**config.mk**
```make
export PLATFORM = sky130hd
export DESIGN_NAME = rgb_color_space_converter_top_flat
export DESIGN_NICKNAME = d
export VERILOG_FILES = /design/src/rtl/core/rcsc_pkg.sv /design/src/rtl/core/rcsc_pix_if.sv /design/src/rtl/core/rcsc_res_if.sv /design/src/rtl/core/rcsc_cfg.sv /design/src/rtl/core/rcsc_convert.sv /design/src/rtl/core/rgb_color_space_converter_top.sv /design/src/flat_wrapper.sv
export SDC_FILE = /design/constraint.sdc
export NUM_CORES = 2
export LEC_CHECK = 0
export BUFFER_PORTS_ARGS = -buffer_cell sky130_fd_sc_hd__buf_2
export CORE_MARGIN = 2
export CORE_UTILIZATION = 60
export CTS_CLUSTER_DIAMETER = 200
export DETAILED_ROUTE_END_ITERATION = 8
export PLACE_DENSITY = 0.89
export RECOVER_POWER = 50
export SYNTH_ARGS = -nofsm -noshare
export SYNTH_HDL_FRONTEND = slang
export SYNTH_SLANG_ARGS = --single-unit
```
**constraint.sdc**
```tcl
create_clock -name i_clk -period 18.02 [get_ports i_clk]
set_input_delay 1.802 -clock i_clk [delete_from_list [all_inputs] [get_ports i_clk]]
set_output_delay 1.802 -clock i_clk [all_outputs]
set_load 0.1 [all_outputs]
```
**src/rtl/core/rcsc_pkg.sv**
```systemverilog
// ----------------------------------------------------------------------------
// rcsc_pkg
// Types, constants and rounding helper shared by the color space converter.
// ----------------------------------------------------------------------------
package rcsc_pkg;

    // conversion select
    typedef enum logic {
        MODE_YCBCR = 1'b0,
        MODE_YCOCG = 1'b1
    } t_mode;

    // register indexes on the configuration port
    localparam logic CFG_IDX_MODE       = 1'b0;
    localparam logic CFG_IDX_MAX_SAMPLE = 1'b1;

    localparam int COMP_W   = 16;   // input component and luma width
    localparam int CHROMA_W = 18;   // chroma field width
    localparam int COEF_W   = 18;
    localparam int SUM_W    = 35;   // 17 x 18 products summed three times
    localparam int FRAC_BITS = 16;

    localparam logic [15:0] MAX_SAMPLE_RST = 16'd255;
    localparam logic [15:0] OFFSET_RST     = 16'd128;

    // coefficients scaled by 65536
    localparam logic signed [COEF_W-1:0] COEF_Y_R  = 18'sd19595;
    localparam logic signed [COEF_W-1:0] COEF_Y_G  = 18'sd38470;
    localparam logic signed [COEF_W-1:0] COEF_Y_B  = 18'sd7471;
    localparam logic signed [COEF_W-1:0] COEF_CB_R = -18'sd11059;
    localparam logic signed [COEF_W-1:0] COEF_CB_G = -18'sd21709;
    localparam logic signed [COEF_W-1:0] COEF_CB_B = 18'sd32768;
    localparam logic signed [COEF_W-1:0] COEF_CR_R = 18'sd32768;
    localparam logic signed [COEF_W-1:0] COEF_CR_G = -18'sd27439;
    localparam logic signed [COEF_W-1:0] COEF_CR_B = -18'sd5329;

    typedef struct packed {
        t_mode       mode;
        logic [15:0] offset;
    } t_cfg;

    // divide by 2^16, rounding half away from zero
    function automatic logic signed [16:0] round_q16(input logic signed [SUM_W-1:0] s);
        logic [SUM_W-1:0] mag;
        logic [SUM_W-1:0] q;
        mag = s[SUM_W-1] ? SUM_W'(-s) : SUM_W'(s);
        q   = (mag + SUM_W'(1 << (FRAC_BITS - 1))) >> FRAC_BITS;
        return s[SUM_W-1] ? -$signed(q[16:0]) : $signed(q[16:0]);
    endfunction

endpackage

```
**src/rtl/core/rcsc_pix_if.sv**
```systemverilog
// ----------------------------------------------------------------------------
// rcsc_pix_if
// Stream of RGB pixels with valid / ready handshake.
// ----------------------------------------------------------------------------
interface rcsc_pix_if;
    logic        valid;
    logic        ready;
    logic [15:0] red;
    logic [15:0] green;
    logic [15:0] blue;

    modport source (output valid, output red, output green, output blue, input ready);
    modport sink   (input valid, input red, input green, input blue, output ready);
endinterface

```
**src/rtl/core/rcsc_res_if.sv**
```systemverilog
// ----------------------------------------------------------------------------
// rcsc_res_if
// Stream of converted pixels with valid / ready handshake.
// ----------------------------------------------------------------------------
interface rcsc_res_if;
    logic               valid;
    logic               ready;
    logic        [15:0] luma;
    logic signed [17:0] chroma_a;
    logic signed [17:0] chroma_b;

    modport source (output valid, output luma, output chroma_a, output chroma_b,
                    input ready);
    modport sink   (input valid, input luma, input chroma_a, input chroma_b,
                    output ready);
endinterface

```
**src/rtl/core/rcsc_cfg.sv**
```systemverilog
// ----------------------------------------------------------------------------
// rcsc_cfg
// Configuration registers: mode and chroma offset derived from max_sample.
// ----------------------------------------------------------------------------
module rcsc_cfg (
    input  logic             i_clk,
    input  logic             i_rst_n,
    input  logic             i_cfg_we,
    input  logic             i_cfg_idx,
    input  logic [15:0]      i_cfg_data,
    output rcsc_pkg::t_cfg   o_cfg
);

    rcsc_pkg::t_mode r_mode;
    logic [15:0]     r_offset;
    logic [15:0]     n_offset;

    // (max_sample + 1) / 2
    assign n_offset = 16'((17'(i_cfg_data) + 17'd1) >> 1);

    always_ff @(posedge i_clk) begin
        if (!i_rst_n) begin
            r_mode   <= rcsc_pkg::MODE_YCBCR;
            r_offset <= rcsc_pkg::OFFSET_RST;
        end else if (i_cfg_we) begin
            case (i_cfg_idx)
                rcsc_pkg::CFG_IDX_MODE: begin
                    r_mode <= rcsc_pkg::t_mode'(i_cfg_data[0]);
                end
                rcsc_pkg::CFG_IDX_MAX_SAMPLE: begin
                    r_offset <= n_offset;
                end
                default: begin
                end
            endcase
        end
    end

    assign o_cfg.mode   = r_mode;
    assign o_cfg.offset = r_offset;

endmodule

```
**src/rtl/core/rcsc_convert.sv**
```systemverilog
// ----------------------------------------------------------------------------
// rcsc_convert
// Combinational datapath: BT.601 YCbCr or YCoCg-R for one pixel.
// ----------------------------------------------------------------------------
module rcsc_convert (
    input  logic        [15:0] i_red,
    input  logic        [15:0] i_green,
    input  logic        [15:0] i_blue,
    input  rcsc_pkg::t_cfg     i_cfg,
    output logic        [15:0] o_luma,
    output logic signed [17:0] o_chroma_a,
    output logic signed [17:0] o_chroma_b
);

    localparam int SW = rcsc_pkg::SUM_W;

    logic signed [16:0] red_s, green_s, blue_s;
    logic signed [SW-1:0] sum_y, sum_cb, sum_cr;
    logic signed [16:0] y_601, cb_601, cr_601;
    logic signed [17:0] co, lift_t, cg, y_lift;
    logic signed [17:0] offset_s;

    assign red_s   = $signed({1'b0, i_red});
    assign green_s = $signed({1'b0, i_green});
    assign blue_s  = $signed({1'b0, i_blue});

    // BT.601 full range
    assign sum_y  = SW'(red_s)   * SW'(rcsc_pkg::COEF_Y_R)
                  + SW'(green_s) * SW'(rcsc_pkg::COEF_Y_G)
                  + SW'(blue_s)  * SW'(rcsc_pkg::COEF_Y_B);
    assign sum_cb = SW'(red_s)   * SW'(rcsc_pkg::COEF_CB_R)
                  + SW'(green_s) * SW'(rcsc_pkg::COEF_CB_G)
                  + SW'(blue_s)  * SW'(rcsc_pkg::COEF_CB_B);
    assign sum_cr = SW'(red_s)   * SW'(rcsc_pkg::COEF_CR_R)
                  + SW'(green_s) * SW'(rcsc_pkg::COEF_CR_G)
                  + SW'(blue_s)  * SW'(rcsc_pkg::COEF_CR_B);

    assign y_601  = rcsc_pkg::round_q16(sum_y);
    assign cb_601 = rcsc_pkg::round_q16(sum_cb);
    assign cr_601 = rcsc_pkg::round_q16(sum_cr);

    // reversible lifting, floor halving
    assign co     = 18'(red_s) - 18'(blue_s);
    assign lift_t = 18'(blue_s) + (co >>> 1);
    assign cg     = 18'(green_s) - lift_t;
    assign y_lift = lift_t + (cg >>> 1);

    assign offset_s = $signed({2'b00, i_cfg.offset});

    always_comb begin
        case (i_cfg.mode)
            rcsc_pkg::MODE_YCOCG: begin
                o_luma     = y_lift[15:0];
                o_chroma_a = co + offset_s;
                o_chroma_b = cg + offset_s;
            end
            default: begin
                o_luma     = y_601[15:0];
                o_chroma_a = 18'(cb_601) + offset_s;
                o_chroma_b = 18'(cr_601) + offset_s;
            end
        endcase
    end

endmodule

```
**src/rtl/core/rgb_color_space_converter_top.sv**
```systemverilog
// a pixel beat accepted into the input register moves on into the result register once that one may load
// one pixel beat per cycle while the sink holds ready; both the input and result registers advance together
// the rate is set by the single multiply-add-round pass between the two registers
// reset: synchronous active low; clears both valid flags, mode to YCbCr, chroma offset to 128 (max_sample 255)
// configuration is taken at any write-enabled edge and applies to input-register pixels still in flight
// ----------------------------------------------------------------------------
// rgb_color_space_converter_top
// RGB to BT.601 YCbCr or YCoCg-R converter, one pixel per clock while the result sink is ready.
// ----------------------------------------------------------------------------
module rgb_color_space_converter_top #(
    parameter int SAMPLE_BITS = 16
) (
    input  logic         i_clk,
    input  logic         i_rst_n,
    rcsc_pix_if.sink     i_pix,
    rcsc_res_if.source   o_res,
    input  logic         i_cfg_we,
    input  logic         i_cfg_idx,
    input  logic [15:0]  i_cfg_data
);

    // components are cut to their low SAMPLE_BITS bits
    localparam logic [15:0] SMASK = 16'((17'd1 << SAMPLE_BITS) - 17'd1);

    rcsc_pkg::t_cfg cfg;

    // input register
    logic        r_in_vld;
    logic [15:0] r_red, r_green, r_blue;

    // result register
    logic               r_out_vld;
    logic        [15:0] r_luma;
    logic signed [17:0] r_chroma_a, r_chroma_b;

    logic               n_out_vld;
    logic               n_in_vld;
    logic               adv_out;   // result register may load
    logic               take_in;   // input beat accepted
    logic        [15:0] luma_c;
    logic signed [17:0] chroma_a_c, chroma_b_c;

    rcsc_cfg u_cfg (
        .i_clk      (i_clk),
        .i_rst_n    (i_rst_n),
        .i_cfg_we   (i_cfg_we),
        .i_cfg_idx  (i_cfg_idx),
        .i_cfg_data (i_cfg_data),
        .o_cfg      (cfg)
    );

    rcsc_convert u_convert (
        .i_red      (r_red),
        .i_green    (r_green),
        .i_blue     (r_blue),
        .i_cfg      (cfg),
        .o_luma     (luma_c),
        .o_chroma_a (chroma_a_c),
        .o_chroma_b (chroma_b_c)
    );

    // result register frees when empty or when the sink takes its beat
    assign adv_out     = !r_out_vld || o_res.ready;
    // input register frees when empty or when it moves into the result register
    assign i_pix.ready = !r_in_vld || adv_out;
    assign take_in     = i_pix.valid && i_pix.ready;

    always_comb begin
        n_in_vld  = r_in_vld;
        n_out_vld = r_out_vld;
        if (adv_out) begin
            n_out_vld = r_in_vld;
            n_in_vld  = 1'b0;
        end
        if (take_in) begin
            n_in_vld = 1'b1;
        end
    end

    always_ff @(posedge i_clk) begin
        if (!i_rst_n) begin
            r_in_vld  <= 1'b0;
            r_out_vld <= 1'b0;
        end else begin
            r_in_vld  <= n_in_vld;
            r_out_vld <= n_out_vld;
        end
    end

    // payload registers, no reset
    always_ff @(posedge i_clk) begin
        if (take_in) begin
            r_red   <= i_pix.red & SMASK;
            r_green <= i_pix.green & SMASK;
            r_blue  <= i_pix.blue & SMASK;
        end
        if (adv_out && r_in_vld) begin
            r_luma     <= luma_c;
            r_chroma_a <= chroma_a_c;
            r_chroma_b <= chroma_b_c;
        end
    end

    assign o_res.valid    = r_out_vld;
    assign o_res.luma     = r_luma;
    assign o_res.chroma_a = r_chroma_a;
    assign o_res.chroma_b = r_chroma_b;

endmodule

```
**src/flat_wrapper.sv**
```systemverilog
// flat-port wrapper written by rule: the top's interface ports become plain ports
module rgb_color_space_converter_top_flat 
#(
    parameter int SAMPLE_BITS = 16
)
  (i_clk, i_rst_n, i_cfg_we, i_cfg_idx, i_cfg_data, i_pix_valid, i_pix_red, i_pix_green, i_pix_blue, i_pix_ready, o_res_valid, o_res_luma, o_res_chroma_a, o_res_chroma_b, o_res_ready);
  rcsc_pix_if i_pix_i ();
  rcsc_res_if o_res_i ();
  input  logic i_clk;
  input  logic i_rst_n;
  input  logic i_cfg_we;
  input  logic i_cfg_idx;
  input  logic [15:0] i_cfg_data;
  input wire logic [$bits(i_pix_i.valid)-1:0] i_pix_valid;
  input wire logic [$bits(i_pix_i.red)-1:0] i_pix_red;
  input wire logic [$bits(i_pix_i.green)-1:0] i_pix_green;
  input wire logic [$bits(i_pix_i.blue)-1:0] i_pix_blue;
  output wire logic [$bits(i_pix_i.ready)-1:0] i_pix_ready;
  output wire logic [$bits(o_res_i.valid)-1:0] o_res_valid;
  output wire logic [$bits(o_res_i.luma)-1:0] o_res_luma;
  output wire logic [$bits(o_res_i.chroma_a)-1:0] o_res_chroma_a;
  output wire logic [$bits(o_res_i.chroma_b)-1:0] o_res_chroma_b;
  input wire logic [$bits(o_res_i.ready)-1:0] o_res_ready;
  assign i_pix_i.valid = i_pix_valid;
  assign i_pix_i.red = i_pix_red;
  assign i_pix_i.green = i_pix_green;
  assign i_pix_i.blue = i_pix_blue;
  assign i_pix_ready = i_pix_i.ready;
  assign o_res_valid = o_res_i.valid;
  assign o_res_luma = o_res_i.luma;
  assign o_res_chroma_a = o_res_i.chroma_a;
  assign o_res_chroma_b = o_res_i.chroma_b;
  assign o_res_i.ready = o_res_ready;
  rgb_color_space_converter_top #(.SAMPLE_BITS(SAMPLE_BITS)) u_core (.i_clk(i_clk), .i_rst_n(i_rst_n), .i_pix(i_pix_i), .o_res(o_res_i), .i_cfg_we(i_cfg_we), .i_cfg_idx(i_cfg_idx), .i_cfg_data(i_cfg_data));
endmodule
```
==> metrics <==
status=finished, violations left; failing checks=capacitance limit, slew limit; count of final setup violators=0; Worst-path clk slew=approximately 70 ps; Top Ports=124; WL/cell=about 24 um; Starting Density=between 60 and 70%; Slew Viols, Final=slightly above 100; FF-to-FF Start=u_core.r_green[8]; postcts setup bufs=0; DRC=0; Clock Latency Late Sink=between 400 and 500 ps; crit path capture type=flop; data required time of the worst path=18340 ps; non-filler instance count after layout=between 5000 and 6000; DPL Wire Length=121000 um; Via Count=between 30000 and 40000; # rows=100; Core ar.=74300 um^2; Initial DRC Count=3326; arrival time at the worst endpoint=14200 ps; share of cells above drive strength 1=5.47%; die height=around 280 um; count of cell types in the netlist=105; Fillers=6028; share of the synthesized area in the top cell type=28.5%; critical path class=reg -> reg; number of global-route vias before repair=38000; Seq cells post-synth=119; synth warn=0; CTS sink cnt=between 100 and 150; Synth area leader=fa_1; total grt overflow=0; Post-synth ARST share=0%; Seq/Total Area, Yosys=7.53%; chip width=roughly 280 um; CTS max path bufs=2; clock skew=22.4 ps; top cells by area, synth=fa_1 29%, ha_1 26%, inv_1 10%, edfxtp_1 6.7%, xnor2_1 3.7%; crit path max fanout=25; number of antenna violations at the first check in global routing=2; Cells after Synth=roughly 4900; CP max-delay cell=edfxtp_1; gpl congestion=1.06; max-cap viol count=2; Tot GR Track Use=between 30% and 40%; hold_buf cts=0; clock root buffer=clkbuf_16; prevailing post-synth register cell=edfxtp_1; nets=~6600; hold_sp=u_core.r_in_vld; Worst-Margin Slew=3390 ps; PostCTS Resize Cnt=0; Worst R2R Path Depth=49; Worst Hold Class=reg -> reg; WL final=~140000 um; CTS Buf Count=17; post-route design area=47400 um^2; die area=77100 um^2; DRT Pass-1 Iters=9; WHS Path Cells=1; worst stage delay on the critical path=1040 ps; setup_tns=0 ps; placed insts=roughly 5900; H-tree Lvls=4; final core utilization=63.8%; PortBufs=123; min Tclk post-route=13880 ps; Tcrit/Tclk final=77.0%; EDFF count, synth=100; Worst Hold Path EP=u_core.o_res.valid; syn nets=6497; Post-DRT Antenna Nets=0; Final Hold Viols=0; synthesized area=44900 um^2; fmax=72.0 MHz; Syn-to-layout area delta=5.54%; RSZ-0062 raised after global routing=false; r2r setup slk=4140 ps; Post-DP Area=46900 um^2; Slew headroom=-126%; Avg Cell Area, Syn=between 9 and 10 um^2; DR vias/cell=between 6 and 7; crit start category=flop; largest net degree at the start of global routing=65; worst reg2reg endpoint=u_core.o_res.chroma_a[17]; CTS tree=built; first-pass GRT wire length=220000 um
[cells in the final DEF, fill, tap and decap left out, drive strengths merged, types with 16 or more instances in the layout]
cell,instances
o21ai,164
o31ai,16
and3,36
buf,146
a211oi,29
nor2b,30
o21a,28
edfxtp,100
fa,640
a31oi,32
o211ai,31
nor2,189
dfxtp,19
nand4,16
o21bai,43
nor3,65
a21oi,195
nand3,68
clkbuf,41
or2,30
ha,935
or3,31
xor2,113
and2,20
inv,1228
nor4,20
nand2,191
xnor2,194
a21boi,24
a21o,68
nand2b,30
[worst max path at each step]
stage / cells past startpoint / end / from / slack, ps
global route: 45 / u_core.o_res.chroma_a[17] / u_core.r_green[0] / 3300
finish: 49 / u_core.o_res.chroma_a[17] / u_core.r_green[8] / 4140
global placement: 45 / u_core.o_res.chroma_a[15] / u_core.r_green[0] / 4600
floorplan: 51 / u_core.o_res.chroma_a[15] / u_core.r_green[4] / 6130
detailed placement: 45 / u_core.o_res.chroma_a[15] / u_core.r_green[0] / 4380
CTS: 45 / u_core.o_res.chroma_a[15] / u_core.r_green[0] / 4320
[flip-flops by register name (all words and copies together), names as in the netlist]
name and flops:
u_core.o_res.luma 16, u_core.r_red 16, u_core.u_cfg.r_mode 1, u_core.r_in_vld 1, u_core.r_green 16, u_core.o_res.chroma_b 18
u_core.o_res.chroma_a 18, u_core.u_cfg.r_offset 16, u_core.r_blue 16, u_core.o_res.valid 1
[routing by layer]
| layer | vias up | global-route usage (%) | part of all wire [%] |
|---|---|---|---|
| li1 | 16100 | - | - |
| met4 | 2 | 28.1 | 9.3 |
| met1 | 17500 | 46.1 | 37 |
| met5 | - | 1.25 | 0.093 |
| met2 | 1934 | 59.8 | 44 |
| met3 | 573 | 7.93 | 9.8 |
[cells in the mapped netlist (all sizes together), types with 16 or more instances]
cell type	count
nand3	68
ha	935
fa	640
o211ai	31
a21boi	24
nor2b	30
nand2b	30
dfxtp	19
xnor2	194
and3	36
or2	30
clkbuf	35
a31oi	32
a211oi	29
inv	1217
nand4	16
nor4	20
o21bai	43
nor3	65
o31ai	16
a21o	68
a21oi	195
edfxtp	100
o21a	28
o21ai	164
and2	20
xor2	113
nand2	191
or3	31
nor2	189
buf	25
[stage by stage]
| step | setup slack (ps) | hold WS (ps) |
|---|---|---|
| after floorplan | 6130 | 465 |
| after global placement | 4600 | 503 |
| after detailed placement | 4380 | 509 |
| after CTS | 4320 | 530 |
| after global routing | 3300 | 557 |
| final | 4140 | 535 |
[cell type report]
cell class                      count  area, um^2  area share (%)
Multi-Input combinational cell   3455       36700            77.5
Inverter                         1218        4570            9.64
Sequential cell                   119        3380            7.14
Tap cell                          969        1210            2.56
Timing Repair Buffer              168         921            1.94
Clock buffer                       19         475            1.00
Clock inverter                     13         119           0.251
Antenna cell                        3        7.51          0.0158
[worst max-delay path: cells and delay by family (launching register included)]
kind,cells,cell delay [ps]
AOI/OAI and AO/OA,22,4690
xor gates and xnor gates,3,600
adders and majority gates,12,5190
buffers and inverters,7,740
DFF,1,1040
and+or+nand+nor,5,1450
[cell families (layout without fill, tap and decap cells)]
family,after synthesis,count (layout),synth area share (%)
adder cells (fa/ha/maj),1576,1576,54.6
buffers and inverters,1278,1418,10.7
AND/OR/NAND/NOR,783,783,8.90
AO/OA/AOI/OAI,763,763,11.6
XOR/XNOR,308,308,6.12
flip-flops,119,119,7.53
multiplexers,25,25,0.585
other,0,3,0
Power is not shown: default switching activity piles up to over one toggle a cycle in this logic, so the estimate is an artifact.
